File: src/sv/cetr_pkg.sv
`timescale 1ns / 1ps
`default_nettype none

package cetr_pkg;

    // Every expander module has eight inputs, one lane each.
    localparam int LANES       = 8;
    localparam int LANE_W      = 3;
    localparam int MOD_W       = 3;
    localparam int NUM_W       = 8;
    localparam int CNT_W       = 4;
    localparam int OFS_W       = 3;
    localparam int CFG_ADDR_W  = 1;
    localparam int CFG_DATA_W  = 4;

    localparam logic [CFG_ADDR_W-1:0] REG_MODULE_COUNT   = 1'b0;
    localparam logic [CFG_ADDR_W-1:0] REG_CONTACT_OFFSET = 1'b1;

    localparam logic [CNT_W-1:0] MODULE_COUNT_RESET   = 4'd1;
    localparam logic [OFS_W-1:0] CONTACT_OFFSET_RESET = 3'd0;

    typedef struct packed {
        logic [NUM_W-1:0] number;
        logic             state;
    } t_event;

endpackage

`default_nettype wire

File: src/sv/cetr_lane.sv
`timescale 1ns / 1ps
`default_nettype none

module cetr_lane #(
    parameter int LANE_INDEX = 0
) (
    input  wire logic                     i_level,
    input  wire logic                     i_prev,
    input  wire logic                     i_status,
    input  wire logic [cetr_pkg::NUM_W-1:0] i_base,
    output logic                          o_rising,
    output logic                          o_new_status,
    output cetr_pkg::t_event              o_event
);
    import cetr_pkg::*;

    always_comb begin
        o_rising       = i_level & ~i_prev;
        o_new_status   = i_status ^ o_rising;
        o_event.number = i_base + NUM_W'(LANE_INDEX);
        o_event.state  = o_new_status;
    end

endmodule

`default_nettype wire

File: src/sv/cetr_merge.sv
`timescale 1ns / 1ps
`default_nettype none

module cetr_merge (
    input  wire logic                      i_clk,
    input  wire logic                      i_rst_n,
    input  wire logic                      i_load,
    input  wire logic [cetr_pkg::LANES-1:0] i_rising,
    input  cetr_pkg::t_event               i_event [cetr_pkg::LANES],
    output logic                           o_can_load,
    output logic                           o_valid,
    input  wire logic                      i_ready,
    output cetr_pkg::t_event               o_event,
    output logic                           o_last
);
    import cetr_pkg::*;

    logic [LANES-1:0]  r_mask;
    logic [LANES-1:0]  n_mask;
    t_event            r_evt [LANES];
    logic              r_ovalid;
    t_event            r_oevt;
    logic              r_olast;

    logic [LANE_W-1:0] sel;
    logic [LANES-1:0]  rest;
    logic              single;
    logic              move;

    always_comb begin
        sel = '0;
        for (int i = LANES - 1; i >= 0; i--) begin
            if (r_mask[i]) begin
                sel = LANE_W'(i);
            end
        end
        // Clearing the lowest set bit leaves the events still to send.
        rest       = r_mask & (r_mask - LANES'(1));
        single     = (rest == '0);
        move       = (r_mask != '0) && (!r_ovalid || i_ready);
        o_can_load = (r_mask == '0) || (move && single);
        if (i_load) begin
            n_mask = i_rising;
        end else if (move) begin
            n_mask = rest;
        end else begin
            n_mask = r_mask;
        end
    end

    always_ff @(posedge i_clk) begin
        if (!i_rst_n) begin
            r_mask   <= '0;
            r_ovalid <= 1'b0;
        end else begin
            r_mask <= n_mask;
            if (move) begin
                r_ovalid <= 1'b1;
            end else if (i_ready) begin
                r_ovalid <= 1'b0;
            end
        end
    end

    always_ff @(posedge i_clk) begin
        if (i_load) begin
            r_evt <= i_event;
        end
        if (move) begin
            r_oevt  <= r_evt[sel];
            r_olast <= single;
        end
    end

    assign o_valid = r_ovalid;
    assign o_event = r_oevt;
    assign o_last  = r_olast;

endmodule

`default_nettype wire

File: src/sv/contact_edge_toggle_reporter.sv
// A read that toggles loads the event stage, which feeds the output register.
// Throughput: one event per cycle while the receiver is ready; a read holds the event
// stage until its last event moves to the output register, and in that cycle the next
// read is taken. Reads with no toggle skip it. Eight lanes evaluate all bits at once.
// Reset (synchronous, active low) clears all status bits, presets levels to ones and
// loads module_count = 1, contact_offset = 0.
`timescale 1ns / 1ps
`default_nettype none

module contact_edge_toggle_reporter #(
    parameter int MAX_MODULES = 8
) (
    input  wire logic                           i_clk,
    input  wire logic                           i_rst_n,
    input  wire logic                           i_cfg_we,
    input  wire logic [cetr_pkg::CFG_ADDR_W-1:0] i_cfg_addr,
    input  wire logic [cetr_pkg::CFG_DATA_W-1:0] i_cfg_wdata,
    input  wire logic                           i_s_axis_tvalid,
    output logic                                o_s_axis_tready,
    // [2:0] module_index, [10:3] port_byte, [15:11] zero
    input  wire logic [15:0]                    i_s_axis_tdata,
    output logic                                o_m_axis_tvalid,
    input  wire logic                           i_m_axis_tready,
    // [7:0] contact_number, [8] new_state, [15:9] zero
    output logic [15:0]                         o_m_axis_tdata,
    output logic                                o_m_axis_tlast
);
    import cetr_pkg::*;

    localparam int DEPTH = (MAX_MODULES < 8) ? MAX_MODULES : 8;
    localparam int IDX_W = (DEPTH > 1) ? $clog2(DEPTH) : 1;
    localparam logic [CNT_W:0] MAX_M = (CNT_W+1)'(MAX_MODULES);

    logic [CNT_W-1:0] r_module_count;
    logic [OFS_W-1:0] r_contact_offset;
    logic [LANES-1:0] r_prev [DEPTH];
    logic [LANES-1:0] r_stat [DEPTH];

    logic [MOD_W-1:0] in_mod;
    logic [LANES-1:0] levels;
    logic [IDX_W-1:0] idx;
    logic             mod_ok;
    logic             accept;
    logic [NUM_W-1:0] base;
    logic [LANES-1:0] prev_row;
    logic [LANES-1:0] stat_row;
    logic [LANES-1:0] rising;
    logic [LANES-1:0] new_status;
    t_event           lane_evt [LANES];
    logic             can_load;
    t_event           out_evt;

    always_comb begin
        in_mod = i_s_axis_tdata[MOD_W-1:0];
        levels = ~i_s_axis_tdata[MOD_W +: LANES];
        idx    = IDX_W'(in_mod);
        mod_ok = ((CNT_W+1)'(in_mod) < (CNT_W+1)'(r_module_count))
              && ((CNT_W+1)'(in_mod) < MAX_M);
        accept = i_s_axis_tvalid && can_load;
        base   = {1'b0, r_contact_offset, 4'b0000} + {2'b00, in_mod, 3'b000} + NUM_W'(1);
        if (mod_ok) begin
            prev_row = r_prev[idx];
            stat_row = r_stat[idx];
        end else begin
            prev_row = '1;
            stat_row = '0;
        end
    end

    for (genvar g = 0; g < LANES; g++) begin : g_lane
        cetr_lane #(
            .LANE_INDEX(g)
        ) u_lane (
            .i_level     (levels[g]),
            .i_prev      (prev_row[g]),
            .i_status    (stat_row[g]),
            .i_base      (base),
            .o_rising    (rising[g]),
            .o_new_status(new_status[g]),
            .o_event     (lane_evt[g])
        );
    end

    always_ff @(posedge i_clk) begin
        if (!i_rst_n) begin
            r_module_count   <= MODULE_COUNT_RESET;
            r_contact_offset <= CONTACT_OFFSET_RESET;
            for (int m = 0; m < DEPTH; m++) begin
                r_prev[m] <= '1;
                r_stat[m] <= '0;
            end
        end else begin
            if (i_cfg_we) begin
                unique case (i_cfg_addr)
                    REG_MODULE_COUNT:   r_module_count   <= i_cfg_wdata[CNT_W-1:0];
                    REG_CONTACT_OFFSET: r_contact_offset <= i_cfg_wdata[OFS_W-1:0];
                    default: ;
                endcase
            end
            if (accept && mod_ok) begin
                r_prev[idx] <= levels;
                r_stat[idx] <= new_status;
            end
        end
    end

    cetr_merge u_merge (
        .i_clk     (i_clk),
        .i_rst_n   (i_rst_n),
        .i_load    (accept && mod_ok && (rising != '0)),
        .i_rising  (rising),
        .i_event   (lane_evt),
        .o_can_load(can_load),
        .o_valid   (o_m_axis_tvalid),
        .i_ready   (i_m_axis_tready),
        .o_event   (out_evt),
        .o_last    (o_m_axis_tlast)
    );

    assign o_s_axis_tready = can_load;
    assign o_m_axis_tdata  = {7'b0000000, out_evt.state, out_evt.number};

endmodule

`default_nettype wire

File: config.mk
export PLATFORM = sky130hd
export DESIGN_NAME = contact_edge_toggle_reporter
export DESIGN_NICKNAME = d
export VERILOG_FILES = /design/src/sv/cetr_pkg.sv /design/src/sv/cetr_lane.sv /design/src/sv/cetr_merge.sv /design/src/sv/contact_edge_toggle_reporter.sv
export SDC_FILE = /design/constraint.sdc
export NUM_CORES = 1
export LEC_CHECK = 0
export BUFFER_PORTS_ARGS = -buffer_cell sky130_fd_sc_hd__buf_2
export CORE_MARGIN = 1
export CORE_UTILIZATION = 45
export CTS_CLUSTER_SIZE = 25
export DETAILED_ROUTE_END_ITERATION = 10
export PLACE_DENSITY_LB_ADDON = 0.3
export SYNTH_ARGS = -nofsm -noshare
export SYNTH_HDL_FRONTEND = slang
export SYNTH_SLANG_ARGS = --single-unit
File: constraint.sdc
create_clock -name i_clk -period 4.3 [get_ports i_clk]
set_input_delay 0.645 -clock i_clk [delete_from_list [all_inputs] [get_ports i_clk]]
set_output_delay 0.645 -clock i_clk [all_outputs]
set_load 0.1 [all_outputs]
==> results.toml <==
[power]
powerDensity_nw_per_um2 = 401
fin_total_pwr_w = 0.00375
vdd.ir_drop.worst_mv = 0.282
leakagePower_nw = 3.01

[status]
run_status = "finished with violations"
failed_checks = "DRC"

[die]
die_height_microns = 139
floorplan.rows = 49
initial_core_util_pct = 46.3
die_area_sq_um = 19200
design.portCount = 45
die_w_microns = 139
core_area_sq_um = 18100

[cells_and_area]
fillerInstances = 1513
syn_to_final_growth_pct = 11.2
final_layout_size_suffix_gt1_share_pct = 20.9
diodes = 0
layout.nets = 694
seq_area_sq_um = 5000
fin_util_pct = 51.5
multiInputGateArea_sq_um = 3090

[clock_tree]
post_cts_resized = 0
cts_hold_buf = 0
h-tree-depth = 4
cts_tree = "built"
clk_pin_slew_worst_paths_ns = 0.06
max-clock-path-buffers = 2
clk_sinks = 172
clock_latency_on_the_worst_skew_pair_ns = 0.42
postCtsSetupRepairBufs = 0
cts-buffers-inserted = 17
clk_root_buffer_cell = "clkbuf_16"

[global_routing]
global_route_wire_length_before_repair_microns = 29200
maximum_number_of_pins_on_one_net_before_global_route_repair = 73
first_global_vias = 5292
antenna_found_initial = 0
gr-usage-all-layers_pct = 20.0
grt.overflow.total = 0

[logic_synthesis]
syn-instance-count = 631
synth.area.mux_share_pct = 9.73
synth_top_family_by_area = "simple AND/OR/NAND/NOR gates"
syn_avg_cell_area_sq_um = 13.3
synthDominantAreaCellType = "edfxtp_1"
synth_edf_count = 156
synth.yosys.seq_area_share_pct = 59.5
count_of_cell_types_in_the_netlist = 65
synthesis.area_sq_um = 8410
ys_ff_latch = 172
post_synth_and_or_nand_nor_area_fraction_pct = 13.9
synth_top_area_share_pct = 55.7
yosys_most_used_dff = "edfxtp_1"
post_synth_xor_area_fraction_pct = 1.25
synth_compound_area_share_pct = 10.1
leading_cell_type_by_number_of_instances_after_synthesis = "edfxtp_1"
synthArstFlopShare_pct = 0
yosys_warnings = 0
netlist_top_cells_count = "edfxtp_1, nand2_1, mux2i_1, nor3_1, nor3_2"
yosys.area_share.adder_pct = 1.40
synth_top_cells_by_area = "edfxtp_1, mux2i_1, dfxtp_1"

[detailed_routing]
drt-initial-drc-count = 451
drcViolationCount = 7
detailroute.via_count = 5198
post_drt_wl_per_cell_microns = 20.2
final_antenna_net_count = 0
drt_pass1_iterations = 10
vias_per_cell = 5.78
wirelength_microns = 18200

[setup_path]
critical_path_peak_fanout = 11
critical_path.endpoint_type = "output pin"
crit_buf_inv = 2
path_class = "flip-flop to output pin"
critPathRequiredTime_ns = 3.65
worstSetupStartpointType = "flip-flop"
critical_path.cell_chain = "or4_4, a311oi_4, a211oi_4, inv_4, buf_2"
timing.critical_path.slowest_stage_cell = "or4_4"
arrival_ns = 2.58
path_depth = 5
highest_cell_delay_on_the_worst_timing_path_ns = 0.61
worst_reg_to_reg_path_cell_count = 7
cp_top_family = "buffers and inverters"

[sta]
hold_slack_ns = 0.481
max_slew.worst_pin.slew_ns = 0.851
final_critical_path_setup_slack_ns = 1.07
fmax_mhz = 310
timing.clock.skew_ns = 0.00823
hold_viol = 0
setup_viol = 0
rsz0062_at_grt = "no"
period_utilization_post_route_pct = 75.1
final.setup.tns_ns = 0
worst_slew_margin_rel_pct = 43.2
final_period_minus_worst_setup_slack_ns = 3.23
final-max-slew-violation-count = 0

[worst_hold_path]
worst_hold_path_type = "input port to flip-flop"
min_delay_path_depth = 3

[placed_design]
dpl.hpwl_microns = 12400
final_weighted_congestion_in_routability_driven_placement = 0.795
detailedPlace.worstSlack_ns = 0.823
port_buffers = 32

[run]
max-cap-violations = 0
==> report_power, final <==
part	switching [W]	internal [W]	leakage, nW	total, W
sequential	0.0000124	0.00186	1.51	0.00188
combinational	0.000272	0.000102	1.22	0.000375
clock	0.000595	0.000898	0.276	0.00149
==> routing by layer <==
layer	wire [microns]	global-route usage, %	share of wire, %
met1	7940	26.0	44
met2	8700	31.9	48
met3	1190	5.01	6.5
met4	344	8.54	1.9
met5	0	0	0
==> worst paths after layout <==
check | start | endpoint | slack, ns
max | u_merge.r_mask[4]$_SDFFE_PN0P_ | o_s_axis_tready | 1.07
min | i_cfg_wdata[0] | r_module_count[0]$_SDFFE_PN1P_ | 0.48
max reg2reg | u_merge.r_mask[4]$_SDFFE_PN0P_ | r_prev[6][5]$_SDFFCE_PN1P_ | 1.22
min reg2reg | r_contact_offset[0]$_SDFFE_PN0P_ | r_contact_offset[0]$_SDFFE_PN0P_ | 0.50
==> worst reg2reg max path: stages, from the launching register on <==
cell and delay [ns]:
dfxtp_1 0.38, or4_4 0.61, a311oi_4 0.34, a211oi_4 0.11, inv_4 0.23, o2111ai_4 0.25
o21ai_1 0.52, buf_4 0.33
==> layout by cell type, fill, tap and decap left out, drive strengths merged, types with 16 or more instances in the layout <==
cell	Yosys	routed
a22oi	16	16
buf	28	54
clkbuf	22	20
dfxtp	16	16
edfxtp	156	156
inv	16	16
mux2i	57	57
nand2	77	77
nand3	18	18
nor2	19	19
nor3	59	59
==> metrics by stage <==
step                      std cells  instance area (sq um)
after CTS                       900                   9350
after floorplan                 637                   8430
after detailed placement        870                   8790
final                           900                   9350
after global routing            900                   9350
after global placement          870                   8790
==> flip-flops by register name, summed over array words and instances (netlist names) <==
register	count
u_merge.o_last	1
u_merge.r_mask	8
u_merge.r_evt	18
r_stat	64
r_module_count	4
u_merge.o_valid	1
u_merge.o_event	9
r_contact_offset	3
r_prev	64
==> kinds of logic (layout without fill, tap and decap cells) <==
kind of cell,after synthesis,after routing
DFF,172,172
and+or+nand+nor,213,213
muxes,71,71
adders and majority gates,9,9
other,1,7
xor gates and xnor gates,12,12
AOI/OAI and AO/OA,87,87
buffers and inverters,66,100
==> final cells by class <==
cell class | count | share of cell area [%]
Multi-Input combinational cell | 399 | 33.1
Inverter | 16 | 0.669
Sequential cell | 172 | 53.5
Timing Repair Buffer | 54 | 3.61
Clock inverter | 10 | 1.34
Clock buffer | 20 | 4.67
Tap cell | 229 | 3.07
Note: power is estimated with default switching activity, not from simulation.
